$ cat config.mk
export PLATFORM = sky130hd
export DESIGN_NAME = cron_next_match_search
export DESIGN_NICKNAME = d
export VERILOG_FILES = /design/src/hw/rtl/cnms_pkg.sv /design/src/hw/rtl/cron_next_match_search.sv /design/src/hw/rtl/cnms_step_unit.sv /design/src/hw/rtl/cnms_seq.sv
export SDC_FILE = /design/constraint.sdc
export NUM_CORES = 1
export LEC_CHECK = 0
export ABC_CLOCK_PERIOD_IN_PS = 15060
export BUFFER_PORTS_ARGS = -buffer_cell sky130_fd_sc_hd__buf_2
export CAP_MARGIN = 20
export CORE_MARGIN = 4
export CORE_UTILIZATION = 60
export DETAILED_ROUTE_END_ITERATION = 7
export GPL_ROUTABILITY_DRIVEN = 0
export PLACE_DENSITY = 0.81
export SLEW_MARGIN = 40
export SYNTH_ARGS = -nofsm -noshare
export SYNTH_HDL_FRONTEND = slang
export SYNTH_SLANG_ARGS = --single-unit
$ cat constraint.sdc
create_clock -name i_clk -period 15.06 [get_ports i_clk]
set_input_delay 0.753 -clock i_clk [delete_from_list [all_inputs] [get_ports i_clk]]
set_output_delay 0.753 -clock i_clk [all_outputs]
set_load 0.01 [all_outputs]
$ cat src/hw/rtl/cnms_pkg.sv
// ----------------------------------------------------------------------------
// cnms_pkg: shared types and calendar helpers for the cron next-match search
// Holds the candidate time record, the step unit opcodes, the register
// indexes and the Gregorian helper functions.
// ----------------------------------------------------------------------------
package cnms_pkg;

    // Default search span in years past the start year
    localparam int YEAR_SPAN_DEF = 5;

    // Candidate year is one bit wider than the field so a carry past 4095 shows
    localparam int YEAR_W      = 12;
    localparam int CAND_YEAR_W = YEAR_W + 1;
    localparam int CFG_IDX_W   = 3;
    localparam int CFG_DATA_W  = 60;

    localparam int MINUTES_PER_HOUR = 60;
    localparam int HOURS_PER_DAY    = 24;
    localparam int DAYS_PER_WEEK    = 7;
    localparam int MONTHS_PER_YEAR  = 12;
    localparam int MAX_MDAY         = 31;
    localparam int LEAP_CYCLE       = 400;

    // Configuration register indexes
    typedef enum logic [CFG_IDX_W-1:0] {
        REG_MINUTE_MASK  = 3'd0,
        REG_HOUR_MASK    = 3'd1,
        REG_MDAY_MASK    = 3'd2,
        REG_WEEKDAY_MASK = 3'd3,
        REG_MONTH_MASK   = 3'd4
    } t_reg_idx;

    // Calendar component codes, in search priority order
    typedef enum logic [2:0] {
        COMP_MINUTE  = 3'd0,
        COMP_HOUR    = 3'd1,
        COMP_MDAY    = 3'd2,
        COMP_WEEKDAY = 3'd3,
        COMP_MONTH   = 3'd4
    } t_comp;

    // Step unit operations
    typedef enum logic [2:0] {
        OP_HOLD    = 3'd0,
        OP_REDUCE  = 3'd1,
        OP_CLAMP   = 3'd2,
        OP_CLEAR   = 3'd3,
        OP_ADVANCE = 3'd4
    } t_op;

    // Candidate time; ym400 is the year modulo 400 once reduced
    typedef struct packed {
        logic [CAND_YEAR_W-1:0] year;
        logic [YEAR_W-1:0]      ym400;
        logic [3:0]             month;
        logic [4:0]             mday;
        logic [4:0]             hour;
        logic [5:0]             minute;
        logic [2:0]             weekday;
    } t_cand;

    // Allowed-value masks
    typedef struct packed {
        logic [MINUTES_PER_HOUR-1:0] minute;
        logic [HOURS_PER_DAY-1:0]    hour;
        logic [MAX_MDAY-1:0]         mday;
        logic [DAYS_PER_WEEK-1:0]    weekday;
        logic [MONTHS_PER_YEAR-1:0]  month;
    } t_masks;

    // Search result handed to the output register
    typedef struct packed {
        logic              found;
        logic [YEAR_W-1:0] year;
        logic [3:0]        month;
        logic [4:0]        mday;
        logic [4:0]        hour;
        logic [5:0]        minute;
        logic [2:0]        weekday;
    } t_result;

    // Gregorian leap test on a year already reduced modulo 400
    function automatic logic is_leap(input logic [YEAR_W-1:0] ym400);
        return (ym400[1:0] == 2'd0) && (ym400 != YEAR_W'(100)) &&
               (ym400 != YEAR_W'(200)) && (ym400 != YEAR_W'(300));
    endfunction

    // Length of a month, 1 to 12
    function automatic logic [4:0] days_in(input logic [3:0] month, input logic leap);
        logic [4:0] d;
        case (month)
            4'd2:                      d = leap ? 5'd29 : 5'd28;
            4'd4, 4'd6, 4'd9, 4'd11:   d = 5'd30;
            default:                   d = 5'd31;
        endcase
        return d;
    endfunction

    // Remainder by seven of a 5-bit value by conditional subtraction
    function automatic logic [2:0] mod7_5b(input logic [4:0] x);
        logic [4:0] v;
        v = x;
        if (v >= 5'd28) v = v - 5'd28;
        if (v >= 5'd14) v = v - 5'd14;
        if (v >= 5'd7)  v = v - 5'd7;
        return v[2:0];
    endfunction

    // Weekday plus an offset 0..7, modulo seven
    function automatic logic [2:0] wd_add(input logic [2:0] wd, input logic [2:0] k);
        logic [3:0] s;
        s = {1'b0, wd} + {1'b0, k};
        if (s >= 4'd7) s = s - 4'd7;
        return s[2:0];
    endfunction

endpackage

$ cat src/hw/rtl/cron_next_match_search.sv
// ----------------------------------------------------------------------------
// cron_next_match_search: next matching minute of a cron schedule
// Usage: load the five allowed-value masks through the configuration
// channel (i_cfg_valid/o_cfg_ready, i_cfg_index, i_cfg_data; always ready,
// unknown indexes ignored). Present a start time on the input channel
// (i_valid/o_ready); the block finds the first minute strictly after it
// whose minute, hour, day of month, weekday and month all match, or
// reports o_found = 0 with all fields zero when nothing matches within
// YEAR_SPAN years of the start year.
// After the accept the year is reduced modulo 400, the day is clamped and
// the candidate moves to the first minute after the start; then each check
// pass clears below the first failing component and advances it until it
// matches, and the next pass follows, until a full match or give-up.
// The one step unit moves the candidate a minute, hour, day or month a cycle.
// o_ready is high only while the sequencer is idle; one item is in work at
// a time. The result sits in an output register; while the receiver stalls
// (i_ready low) the next item may be accepted and searched, and it waits
// for the register to drain.
// Reset clears the masks to zero, empties the output register and returns
// the sequencer to idle.
// ----------------------------------------------------------------------------
module cron_next_match_search #(
    parameter int YEAR_SPAN = cnms_pkg::YEAR_SPAN_DEF
) (
    input  logic                           i_clk,
    input  logic                           i_rst_n,
    // configuration channel
    input  logic                           i_cfg_valid,
    output logic                           o_cfg_ready,
    input  logic [cnms_pkg::CFG_IDX_W-1:0] i_cfg_index,
    input  logic [cnms_pkg::CFG_DATA_W-1:0] i_cfg_data,
    // input channel
    input  logic                           i_valid,
    output logic                           o_ready,
    input  logic [11:0]                    i_start_year,
    input  logic [3:0]                     i_start_month,
    input  logic [4:0]                     i_start_mday,
    input  logic [4:0]                     i_start_hour,
    input  logic [5:0]                     i_start_minute,
    input  logic [2:0]                     i_start_weekday,
    // output channel
    output logic                           o_valid,
    input  logic                           i_ready,
    output logic                           o_found,
    output logic [11:0]                    o_next_year,
    output logic [3:0]                     o_next_month,
    output logic [4:0]                     o_next_mday,
    output logic [4:0]                     o_next_hour,
    output logic [5:0]                     o_next_minute,
    output logic [2:0]                     o_next_weekday
);

    cnms_pkg::t_masks  r_masks;
    logic              r_out_valid;
    cnms_pkg::t_result r_out;

    logic              seq_idle;
    logic              res_valid;
    logic              res_take;
    cnms_pkg::t_result res;

    // Write the addressed mask; unknown indexes drop the beat
    always_ff @(posedge i_clk) begin
        if (!i_rst_n) begin
            r_masks <= '0;
        end else if (i_cfg_valid) begin
            case (cnms_pkg::t_reg_idx'(i_cfg_index))
                cnms_pkg::REG_MINUTE_MASK:  r_masks.minute  <= i_cfg_data;
                cnms_pkg::REG_HOUR_MASK:    r_masks.hour    <= i_cfg_data[23:0];
                cnms_pkg::REG_MDAY_MASK:    r_masks.mday    <= i_cfg_data[30:0];
                cnms_pkg::REG_WEEKDAY_MASK: r_masks.weekday <= i_cfg_data[6:0];
                cnms_pkg::REG_MONTH_MASK:   r_masks.month   <= i_cfg_data[11:0];
                default: ;
            endcase
        end
    end

    assign o_cfg_ready = 1'b1;

    cnms_seq #(
        .YEAR_SPAN (YEAR_SPAN)
    ) u_seq (
        .i_clk       (i_clk),
        .i_rst_n     (i_rst_n),
        .i_load      (i_valid && seq_idle),
        .i_year      (i_start_year),
        .i_month     (i_start_month),
        .i_mday      (i_start_mday),
        .i_hour      (i_start_hour),
        .i_minute    (i_start_minute),
        .i_weekday   (i_start_weekday),
        .i_masks     (r_masks),
        .i_res_take  (res_take),
        .o_idle      (seq_idle),
        .o_res_valid (res_valid),
        .o_res       (res)
    );

    assign o_ready  = seq_idle;
    assign res_take = res_valid && (!r_out_valid || i_ready);

    // Output register: fill from the sequencer, drain on the output beat
    always_ff @(posedge i_clk) begin
        if (!i_rst_n) begin
            r_out_valid <= 1'b0;
        end else if (res_take) begin
            r_out_valid <= 1'b1;
        end else if (i_ready) begin
            r_out_valid <= 1'b0;
        end
    end

    always_ff @(posedge i_clk) begin
        if (res_take) begin
            r_out <= res;
        end
    end

    assign o_valid        = r_out_valid;
    assign o_found        = r_out.found;
    assign o_next_year    = r_out.year;
    assign o_next_month   = r_out.month;
    assign o_next_mday    = r_out.mday;
    assign o_next_hour    = r_out.hour;
    assign o_next_minute  = r_out.minute;
    assign o_next_weekday = r_out.weekday;

endmodule

$ cat src/hw/rtl/cnms_step_unit.sv
// ----------------------------------------------------------------------------
// cnms_step_unit: shared calendar step unit
// Applies one operation per cycle to the candidate time: year reduction
// modulo 400, day clamping, clearing of lower components, or one advance of
// a component with full Gregorian carries.
// ----------------------------------------------------------------------------
module cnms_step_unit (
    input  cnms_pkg::t_cand i_cand,
    input  cnms_pkg::t_op   i_op,
    input  cnms_pkg::t_comp i_comp,
    output cnms_pkg::t_cand o_cand
);

    cnms_pkg::t_cand c;
    logic [4:0]      dim;
    logic            inc_hour;
    logic            inc_day;
    logic            inc_month;
    logic            inc_year;

    always_comb begin
        c         = i_cand;
        dim       = cnms_pkg::days_in(i_cand.month, cnms_pkg::is_leap(i_cand.ym400));
        inc_hour  = 1'b0;
        inc_day   = 1'b0;
        inc_month = 1'b0;
        inc_year  = 1'b0;

        case (i_op)
            // Subtract one leap cycle if the remainder is 400 or more
            cnms_pkg::OP_REDUCE: begin
                if (c.ym400 >= cnms_pkg::YEAR_W'(cnms_pkg::LEAP_CYCLE)) begin
                    c.ym400 = c.ym400 - cnms_pkg::YEAR_W'(cnms_pkg::LEAP_CYCLE);
                end
            end

            // Pull the day of month into the month's range
            cnms_pkg::OP_CLAMP: begin
                if (c.mday == 5'd0) begin
                    c.mday = 5'd1;
                end else if (c.mday > dim) begin
                    c.mday = dim;
                end
            end

            // Reset the components below the one that failed
            cnms_pkg::OP_CLEAR: begin
                if (i_comp == cnms_pkg::COMP_MONTH) begin
                    c.weekday = cnms_pkg::wd_add(c.weekday,
                        3'd7 - cnms_pkg::mod7_5b(c.mday - 5'd1));
                    c.mday    = 5'd1;
                end
                if (i_comp inside {cnms_pkg::COMP_MDAY, cnms_pkg::COMP_WEEKDAY,
                                   cnms_pkg::COMP_MONTH}) begin
                    c.hour = 5'd0;
                end
                if (i_comp != cnms_pkg::COMP_MINUTE) begin
                    c.minute = 6'd0;
                end
            end

            // Advance one component and ripple the carries upward
            cnms_pkg::OP_ADVANCE: begin
                case (i_comp)
                    cnms_pkg::COMP_MINUTE: begin
                        if (c.minute == 6'(cnms_pkg::MINUTES_PER_HOUR - 1)) begin
                            c.minute = 6'd0;
                            inc_hour = 1'b1;
                        end else begin
                            c.minute = c.minute + 6'd1;
                        end
                    end
                    cnms_pkg::COMP_HOUR:    inc_hour = 1'b1;
                    cnms_pkg::COMP_MDAY,
                    cnms_pkg::COMP_WEEKDAY: inc_day  = 1'b1;
                    default: begin
                        // Day is 1 here, so the weekday moves by the month length
                        c.weekday = cnms_pkg::wd_add(c.weekday, 3'(dim - 5'd28));
                        inc_month = 1'b1;
                    end
                endcase

                if (inc_hour) begin
                    if (c.hour == 5'(cnms_pkg::HOURS_PER_DAY - 1)) begin
                        c.hour  = 5'd0;
                        inc_day = 1'b1;
                    end else begin
                        c.hour = c.hour + 5'd1;
                    end
                end

                if (inc_day) begin
                    c.weekday = cnms_pkg::wd_add(c.weekday, 3'd1);
                    if (c.mday >= dim) begin
                        c.mday    = 5'd1;
                        inc_month = 1'b1;
                    end else begin
                        c.mday = c.mday + 5'd1;
                    end
                end

                if (inc_month) begin
                    if (c.month == 4'(cnms_pkg::MONTHS_PER_YEAR)) begin
                        c.month  = 4'd1;
                        inc_year = 1'b1;
                    end else begin
                        c.month = c.month + 4'd1;
                    end
                end

                if (inc_year) begin
                    c.year = c.year + cnms_pkg::CAND_YEAR_W'(1);
                    if (c.ym400 == cnms_pkg::YEAR_W'(cnms_pkg::LEAP_CYCLE - 1)) begin
                        c.ym400 = '0;
                    end else begin
                        c.ym400 = c.ym400 + cnms_pkg::YEAR_W'(1);
                    end
                end
            end

            default: ;
        endcase
    end

    assign o_cand = c;

endmodule

$ cat src/hw/rtl/cnms_seq.sv
// ----------------------------------------------------------------------------
// cnms_seq: search sequencer
// Loads and normalizes the start time, then drives the shared step unit
// through the component checks and advances until a match or give-up.
// ----------------------------------------------------------------------------
module cnms_seq #(
    parameter int YEAR_SPAN = cnms_pkg::YEAR_SPAN_DEF
) (
    input  logic              i_clk,
    input  logic              i_rst_n,
    input  logic              i_load,
    input  logic [11:0]       i_year,
    input  logic [3:0]        i_month,
    input  logic [4:0]        i_mday,
    input  logic [4:0]        i_hour,
    input  logic [5:0]        i_minute,
    input  logic [2:0]        i_weekday,
    input  cnms_pkg::t_masks  i_masks,
    input  logic              i_res_take,
    output logic              o_idle,
    output logic              o_res_valid,
    output cnms_pkg::t_result o_res
);

    typedef enum logic [6:0] {
        S_IDLE   = 7'b0000001,
        S_REDUCE = 7'b0000010,
        S_CLAMP  = 7'b0000100,
        S_BUMP   = 7'b0001000,
        S_CHECK  = 7'b0010000,
        S_ADV    = 7'b0100000,
        S_DONE   = 7'b1000000
    } t_state;

    t_state                      r_state, n_state;
    cnms_pkg::t_cand             r_cand, n_cand;
    logic [cnms_pkg::YEAR_W-1:0] r_origin;
    cnms_pkg::t_comp             r_comp, n_comp;
    logic                        r_first, n_first;
    logic                        r_found, n_found;

    cnms_pkg::t_op               step_op;
    cnms_pkg::t_comp             step_comp;
    cnms_pkg::t_cand             step_out;
    cnms_pkg::t_cand             load_cand;
    logic [4:0]                  ok;
    logic                        over;
    logic                        ok_sel;
    cnms_pkg::t_comp             fail_comp;

    cnms_step_unit u_step (
        .i_cand (r_cand),
        .i_op   (step_op),
        .i_comp (step_comp),
        .o_cand (step_out)
    );

    // Normalize the raw start fields; day clamping waits for the leap test
    always_comb begin
        load_cand.year  = {1'b0, i_year};
        load_cand.ym400 = i_year;
        load_cand.month = (i_month == 4'd0) ? 4'd1 :
                          (i_month > 4'd12) ? 4'd12 : i_month;
        load_cand.mday  = i_mday;
        load_cand.hour  = (i_hour > 5'd23) ? 5'd23 : i_hour;
        load_cand.minute = (i_minute > 6'd59) ? 6'd59 : i_minute;
        load_cand.weekday = (i_weekday == 3'd7) ? 3'd0 : i_weekday;
    end

    // Component match flags on the current candidate
    always_comb begin
        ok[0] = (r_cand.minute < 6'd60) && i_masks.minute[r_cand.minute];
        ok[1] = (r_cand.hour < 5'd24) && i_masks.hour[r_cand.hour];
        ok[2] = (r_cand.mday != 5'd0) && i_masks.mday[r_cand.mday - 5'd1];
        ok[3] = (r_cand.weekday != 3'd7) && i_masks.weekday[r_cand.weekday];
        ok[4] = (r_cand.month != 4'd0) && (r_cand.month <= 4'd12) &&
                i_masks.month[r_cand.month - 4'd1];
    end

    // Pick the first failing component, lowest first
    always_comb begin
        if (!ok[0]) begin
            fail_comp = cnms_pkg::COMP_MINUTE;
        end else if (!ok[1]) begin
            fail_comp = cnms_pkg::COMP_HOUR;
        end else if (!ok[2]) begin
            fail_comp = cnms_pkg::COMP_MDAY;
        end else if (!ok[3]) begin
            fail_comp = cnms_pkg::COMP_WEEKDAY;
        end else begin
            fail_comp = cnms_pkg::COMP_MONTH;
        end
    end

    assign ok_sel = ok[r_comp];
    assign over   = (r_cand.year - {1'b0, r_origin}) >
                    cnms_pkg::CAND_YEAR_W'(YEAR_SPAN);

    // Sequencer next state and step unit control
    always_comb begin
        n_state   = r_state;
        n_comp    = r_comp;
        n_first   = r_first;
        n_found   = r_found;
        step_op   = cnms_pkg::OP_HOLD;
        step_comp = r_comp;

        case (r_state)
            S_IDLE: begin
                if (i_load) begin
                    n_state = S_REDUCE;
                end
            end
            S_REDUCE: begin
                step_op = cnms_pkg::OP_REDUCE;
                if (r_cand.ym400 < cnms_pkg::YEAR_W'(2 * cnms_pkg::LEAP_CYCLE)) begin
                    n_state = S_CLAMP;
                end
            end
            S_CLAMP: begin
                step_op = cnms_pkg::OP_CLAMP;
                n_state = S_BUMP;
            end
            S_BUMP: begin
                step_op   = cnms_pkg::OP_ADVANCE;
                step_comp = cnms_pkg::COMP_MINUTE;
                n_state   = S_CHECK;
            end
            S_CHECK: begin
                if (&ok) begin
                    n_found = ~r_cand.year[cnms_pkg::CAND_YEAR_W-1];
                    n_state = S_DONE;
                end else begin
                    step_op   = cnms_pkg::OP_CLEAR;
                    step_comp = fail_comp;
                    n_comp    = fail_comp;
                    n_first   = 1'b1;
                    n_state   = S_ADV;
                end
            end
            S_ADV: begin
                if (!r_first && over) begin
                    n_found = 1'b0;
                    n_state = S_DONE;
                end else if (!r_first && ok_sel) begin
                    n_state = S_CHECK;
                end else begin
                    step_op = cnms_pkg::OP_ADVANCE;
                    n_first = 1'b0;
                end
            end
            S_DONE: begin
                if (i_res_take) begin
                    n_state = S_IDLE;
                end
            end
            default: n_state = S_IDLE;
        endcase
    end

    // Candidate register: load at accept, else take the step unit result
    always_comb begin
        if (r_state == S_IDLE) begin
            n_cand = i_load ? load_cand : r_cand;
        end else begin
            n_cand = step_out;
        end
    end

    always_ff @(posedge i_clk) begin
        if (!i_rst_n) begin
            r_state <= S_IDLE;
            r_comp  <= cnms_pkg::COMP_MINUTE;
            r_first <= 1'b0;
            r_found <= 1'b0;
        end else begin
            r_state <= n_state;
            r_comp  <= n_comp;
            r_first <= n_first;
            r_found <= n_found;
        end
    end

    // Candidate and origin carry no reset
    always_ff @(posedge i_clk) begin
        r_cand <= n_cand;
        if (r_state == S_IDLE && i_load) begin
            r_origin <= i_year;
        end
    end

    // Result view; fields read as zero when nothing was found
    always_comb begin
        o_res.found   = r_found;
        o_res.year    = r_found ? r_cand.year[cnms_pkg::YEAR_W-1:0] : '0;
        o_res.month   = r_found ? r_cand.month   : '0;
        o_res.mday    = r_found ? r_cand.mday    : '0;
        o_res.hour    = r_found ? r_cand.hour    : '0;
        o_res.minute  = r_found ? r_cand.minute  : '0;
        o_res.weekday = r_found ? r_cand.weekday : '0;
    end

    assign o_idle      = (r_state == S_IDLE);
    assign o_res_valid = (r_state == S_DONE);

endmodule

* Word-level counts from Yosys, hierarchy flattened
Index checks and enable logic that the tools add are counted.
** Cells by class
- Eq/ne operators :: 51
- Divide/modulo/power cells :: 0
- $mul :: 0
- Magnitude comparators :: 23
- Reductions and logical operators :: 53
- Bitwise gates (word level) :: 1
- $add $sub $neg :: 21
- Mux-type cells :: 98
- Shift-type cells :: 0
** Operators by type and width (number)
- 2-to-1 mux 48 bit :: 2
- 2-to-1 mux 5 bit :: 15
- 2-to-1 mux 3 bit :: 18
- one-hot mux 7 bit (7 select lines) :: 1
- 2-to-1 mux 7 bit :: 6
- one-hot mux 14 bit (2 select lines) :: 1
- 2-to-1 mux 1 bit :: 27
- 2-to-1 mux 25 bit :: 1
- 2-to-1 mux 12 bit :: 2
- 2-to-1 mux 6 bit :: 4
- != test 3 bit (second input constant) :: 8
- one-hot mux 12 bit (2 select lines) :: 1
- 2-to-1 mux 4 bit :: 5
- AND reduction 4 bit :: 5
- == test 3 x 2 -> 1 bit (second input constant) :: 6
- one-hot mux 3 bit (5 select lines) :: 1
- one-hot mux 5 bit (3 select lines) :: 1
- subtractor 3 bit (second input constant) :: 5
- logical AND 1 bit :: 14
- adder 13 x 1 -> 13 bit (second input constant) :: 1
- greater-than comparator 13 x 3 -> 1 bit (second input constant) :: 1
- 2-to-1 mux 13 bit :: 1
- subtractor 13 x 12 -> 13 bit :: 1
- adder 12 x 1 -> 12 bit (second input constant) :: 1
- 76 further kinds :: 119
** Word-level totals
- Memory bits (read-only) :: 0
- Logic and storage cells :: 272
- Bits in registers :: 243
- Input port bits :: 103
- Memory bits (writable) :: 0
- Bits in latches :: 0
- Memories :: 0
- Output and inout bits :: 39

* Logic depth before layout (Yosys ltp)
- Depth in word-level cells :: 27
- Depth in mapped cells :: 28
- Mapped depth without buffers :: 26

* Cells and area by module
A second synthesis with hierarchy kept.
** Unflattened totals
- Cell total of the unflattened synthesis :: 1601
- Area, all modules :: 14687.8 um^2
** Modules (own cells, without submodules)
- cron_next_match_search :: seq. area each 3783.6 um^2, times used 1, cells each 548, area each 6274.8 um^2
- cnms_seq :: seq. area each 2042.0 um^2, times used 1, cells each 617, area each 5612.9 um^2
- cnms_step_unit :: seq. area each 0.0 um^2, times used 1, cells each 436, area each 2800.2 um^2

* Worst setup path before layout
No wires, ideal clock.
- Path kind :: register to register
- Start :: register u_seq.r_cand[14] in the netlist's numbering
- End :: register u_seq.r_cand[1] in the netlist's numbering (data pin)
- Data required time :: 14.789 ns
- Data arrival time :: 4.733 ns
- Cell stages (with the launch flop) :: 29
- Slack :: 10.056 ns
- Buffers on the path :: 2
- Clock period less this slack :: 5.004 ns
- Cell sequence :: edfxtp_1 > buf_2 > buf_6 > inv_1 > ha_1 > xnor2_2 > clkinv_1 > ha_1 > nand3_1 > nor2_1 > nor2_1 > a21oi_1 > ha_1 > a21oi_1 > xnor2_1 > ha_1 > o21ai_0 > and3_1 > a21oi_1 > ha_1 > inv_1 > fa_1 > inv_1 > ha_1 > inv_1 > nor2_1 > nor2_1 > mux2i_1 > o221ai_1
** RTL lines
- from (decl) :: RTL line cnms_seq.sv:36 : cnms_pkg::t_cand r_cand, n_cand;
- from (signal assigned) :: RTL line cnms_seq.sv:186 : r_cand <= n_cand;

==> metrics <==
f_max between 0.15 and 0.2 GHz; worst-skew pair later-pin latency between 0.5 and 0.6 ns; maximum VDD drop ~0.13 mV; Max Root-Sink Buffers 3; Yosys Warn Count 0; IO Port Bufs between 100 and 150; Leakage Power 5.82 nW; Setup Buffers After CTS 0; grt ovf 0; power per cell area 181 nW/um2; GR Util All Layers 0.274; final hold vios 0; dpl cells approximately 1.8k; max-cap viol count 0; first-pass GRT wire length around 56000 um; Post-Syn Area between 10000 and 15000 um2; antenna violations before repair 0; RSZ-0062 raised after global routing no; CP Data Required Time ~15 ns; largest net degree at the start of global routing ~130; dpl ws between 9 and 10 ns; Area Growth Syn to Fin 12.5%; Async S/R FF share, synth 0; fin cells 1871; Min-Delay Path Class primary input to register; Die Y between 150 and 200 um; # hold bufs at CTS 0; die width 159 um; CP startpoint kind register; I/O pins between 100 and 150; Final Max Tran Viols 0; Crit. End Element register; Worst-Margin Slew ~0.72 ns; Critical Path AT 5.82 ns; fin crit share 0.370; clock slew at reported path FFs roughly 0.06 ns; #FFs+latches synth 243; Starting DRT DRC Count 911; Yosys cell types 94; Net Count, Synth roughly 1.6k; DR pass1 iterations 5; Antenna Cells 0; Finished Cell Area 15300 um2; Main synth FF type dfxtp_1; total chip power around 2.8 mW; Post-synth EDFFs 96; CP Max Fanout 10; Initial Util 0.617; antenna-violating nets left 0; drt wl/cell approximately 19 um; CTS Buf Count 26; CTS resizes 0; Nets about 1.7k; sequential share of the synthesized area 0.429; Setup WS post-layout 9.49 ns; most common cell after layout, fill and taps aside nand2_1; Syn Area/Cell 9.20 um2; H-tree Lvls 1; critical path class register to register; largest stage delay on the critical path 0.57 ns; Vias/cell slightly above 6; Worst path slowest cell edfxtp_1; DP Area 14400 um2; family with the most delay on the worst path adder cells; setup TNS 0 ns; DPL Wire Length 24600 um; CTS tree yes; final wirelength 35100 um; Rel. slew slack 0.504; critical path buffer and inverter count 5; num rows 54; vias in the first global route roughly 11k; clk root buf clkbuf_16; die area around 25000 um2; Clock Sinks 243; DR vias 11.3k; cell repeated most along the worst path ha_1; Final setup viols 0; clk_skew 0.0108 ns; DRC violations left 0; layout cells sized above 1 0.162; Synth Instances ~1.5k; post-route minimum period roughly 5.6 ns; status completed; highest-count cells in the layout ignoring fill and taps nand2_1, dfxtp_1, buf_2; Core Region 22000 um2
[state kept, by name, indices dropped and copies added (netlist names)]
| register | flops |
|---|---|
| r_masks | 134 |
| u_seq.r_cand | 48 |
| o_next_year | 12 |
| u_seq.r_origin | 12 |
| u_seq.r_state | 7 |
| o_next_minute | 6 |
| o_next_hour | 5 |
| o_next_mday | 5 |
| o_next_month | 4 |
| o_next_weekday | 3 |
| u_seq.r_comp | 3 |
| o_found | 1 |
| o_valid | 1 |
| u_seq.r_first | 1 |
| u_seq.r_found | 1 |
[Yosys cell counts, drive strengths merged, types with 26 or more instances]
library cell,n,area [um2]
nand2,332,1250
mux2i,38,380
clkbuf,64,240
nor2,63,246
o21ai,62,325
inv,51,191
nand3,35,175
edfxtp,96,2880
dfxtp,147,2940
a21oi,43,226
ha,43,538
nor2b,26,165
and2,51,322
a21boi,131,983
[final cells by class]
cell class,count,area (um2)
Clock inverter,10,106
Fill cell,1680,6740
Clock buffer,38,791
Tap cell,280,350
Sequential cell,243,5830
Inverter,52,195
Multi-Input combinational cell,1098,7200
Timing Repair Buffer,150,823
[power breakdown]
group          switching, mW  total [mW]  internal [mW]
registers              0.140       0.941          0.801
clock network          0.264       0.663          0.399
logic                  0.671        1.16          0.486
[path summary, 6_finish.rpt]
path	slack, ns	start	cells past startpoint	end
worst max register to register	9.49	u_seq.r_cand[14]$_DFFE_PP_	25	u_seq.r_cand[1]$_DFFE_PP_
worst max-delay path	9.49	u_seq.r_cand[14]$_DFFE_PP_	25	u_seq.r_cand[1]$_DFFE_PP_
worst min register to register	0.46	r_masks[116]$_SDFFE_PN0P_	2	r_masks[116]$_SDFFE_PN0P_
worst min-delay path	0.41	i_start_year[5]	1	u_seq.r_origin[5]$_DFFE_PP_
[cell families (layout without fill, tap and decap cells)]
logic type,Yosys count,after routing,share of synthesized area
adder cells (fa/ha/maj),46,46,0.0440
multiplexers,68,68,0.0711
other,1,1,0.000276
XOR/XNOR,34,34,0.0225
flip-flops,243,243,0.429
AND/OR/NAND/NOR,595,595,0.201
AO/OA/AOI/OAI,354,354,0.188
buffers and inverters,137,250,0.0446
[metrics by stage]
step / hold WS [ns] / utilization
after floorplan: 0.439 / -
after global placement: 0.449 / 0.649
after detailed placement: 0.456 / 0.653
after CTS: 0.397 / 0.693
after global routing: 0.413 / 0.694
final: 0.411 / 0.694
[per-layer routing]
metal  vias up  global-route usage  routed length [um]
li1       5402                   -                   -
met1      5366               0.371               15100
met2       460               0.463               16800
met3        81              0.0400                2350
met4         0              0.0715                 937
met5         -                   0                   0
Note: power is estimated with default switching activity, not from simulation.
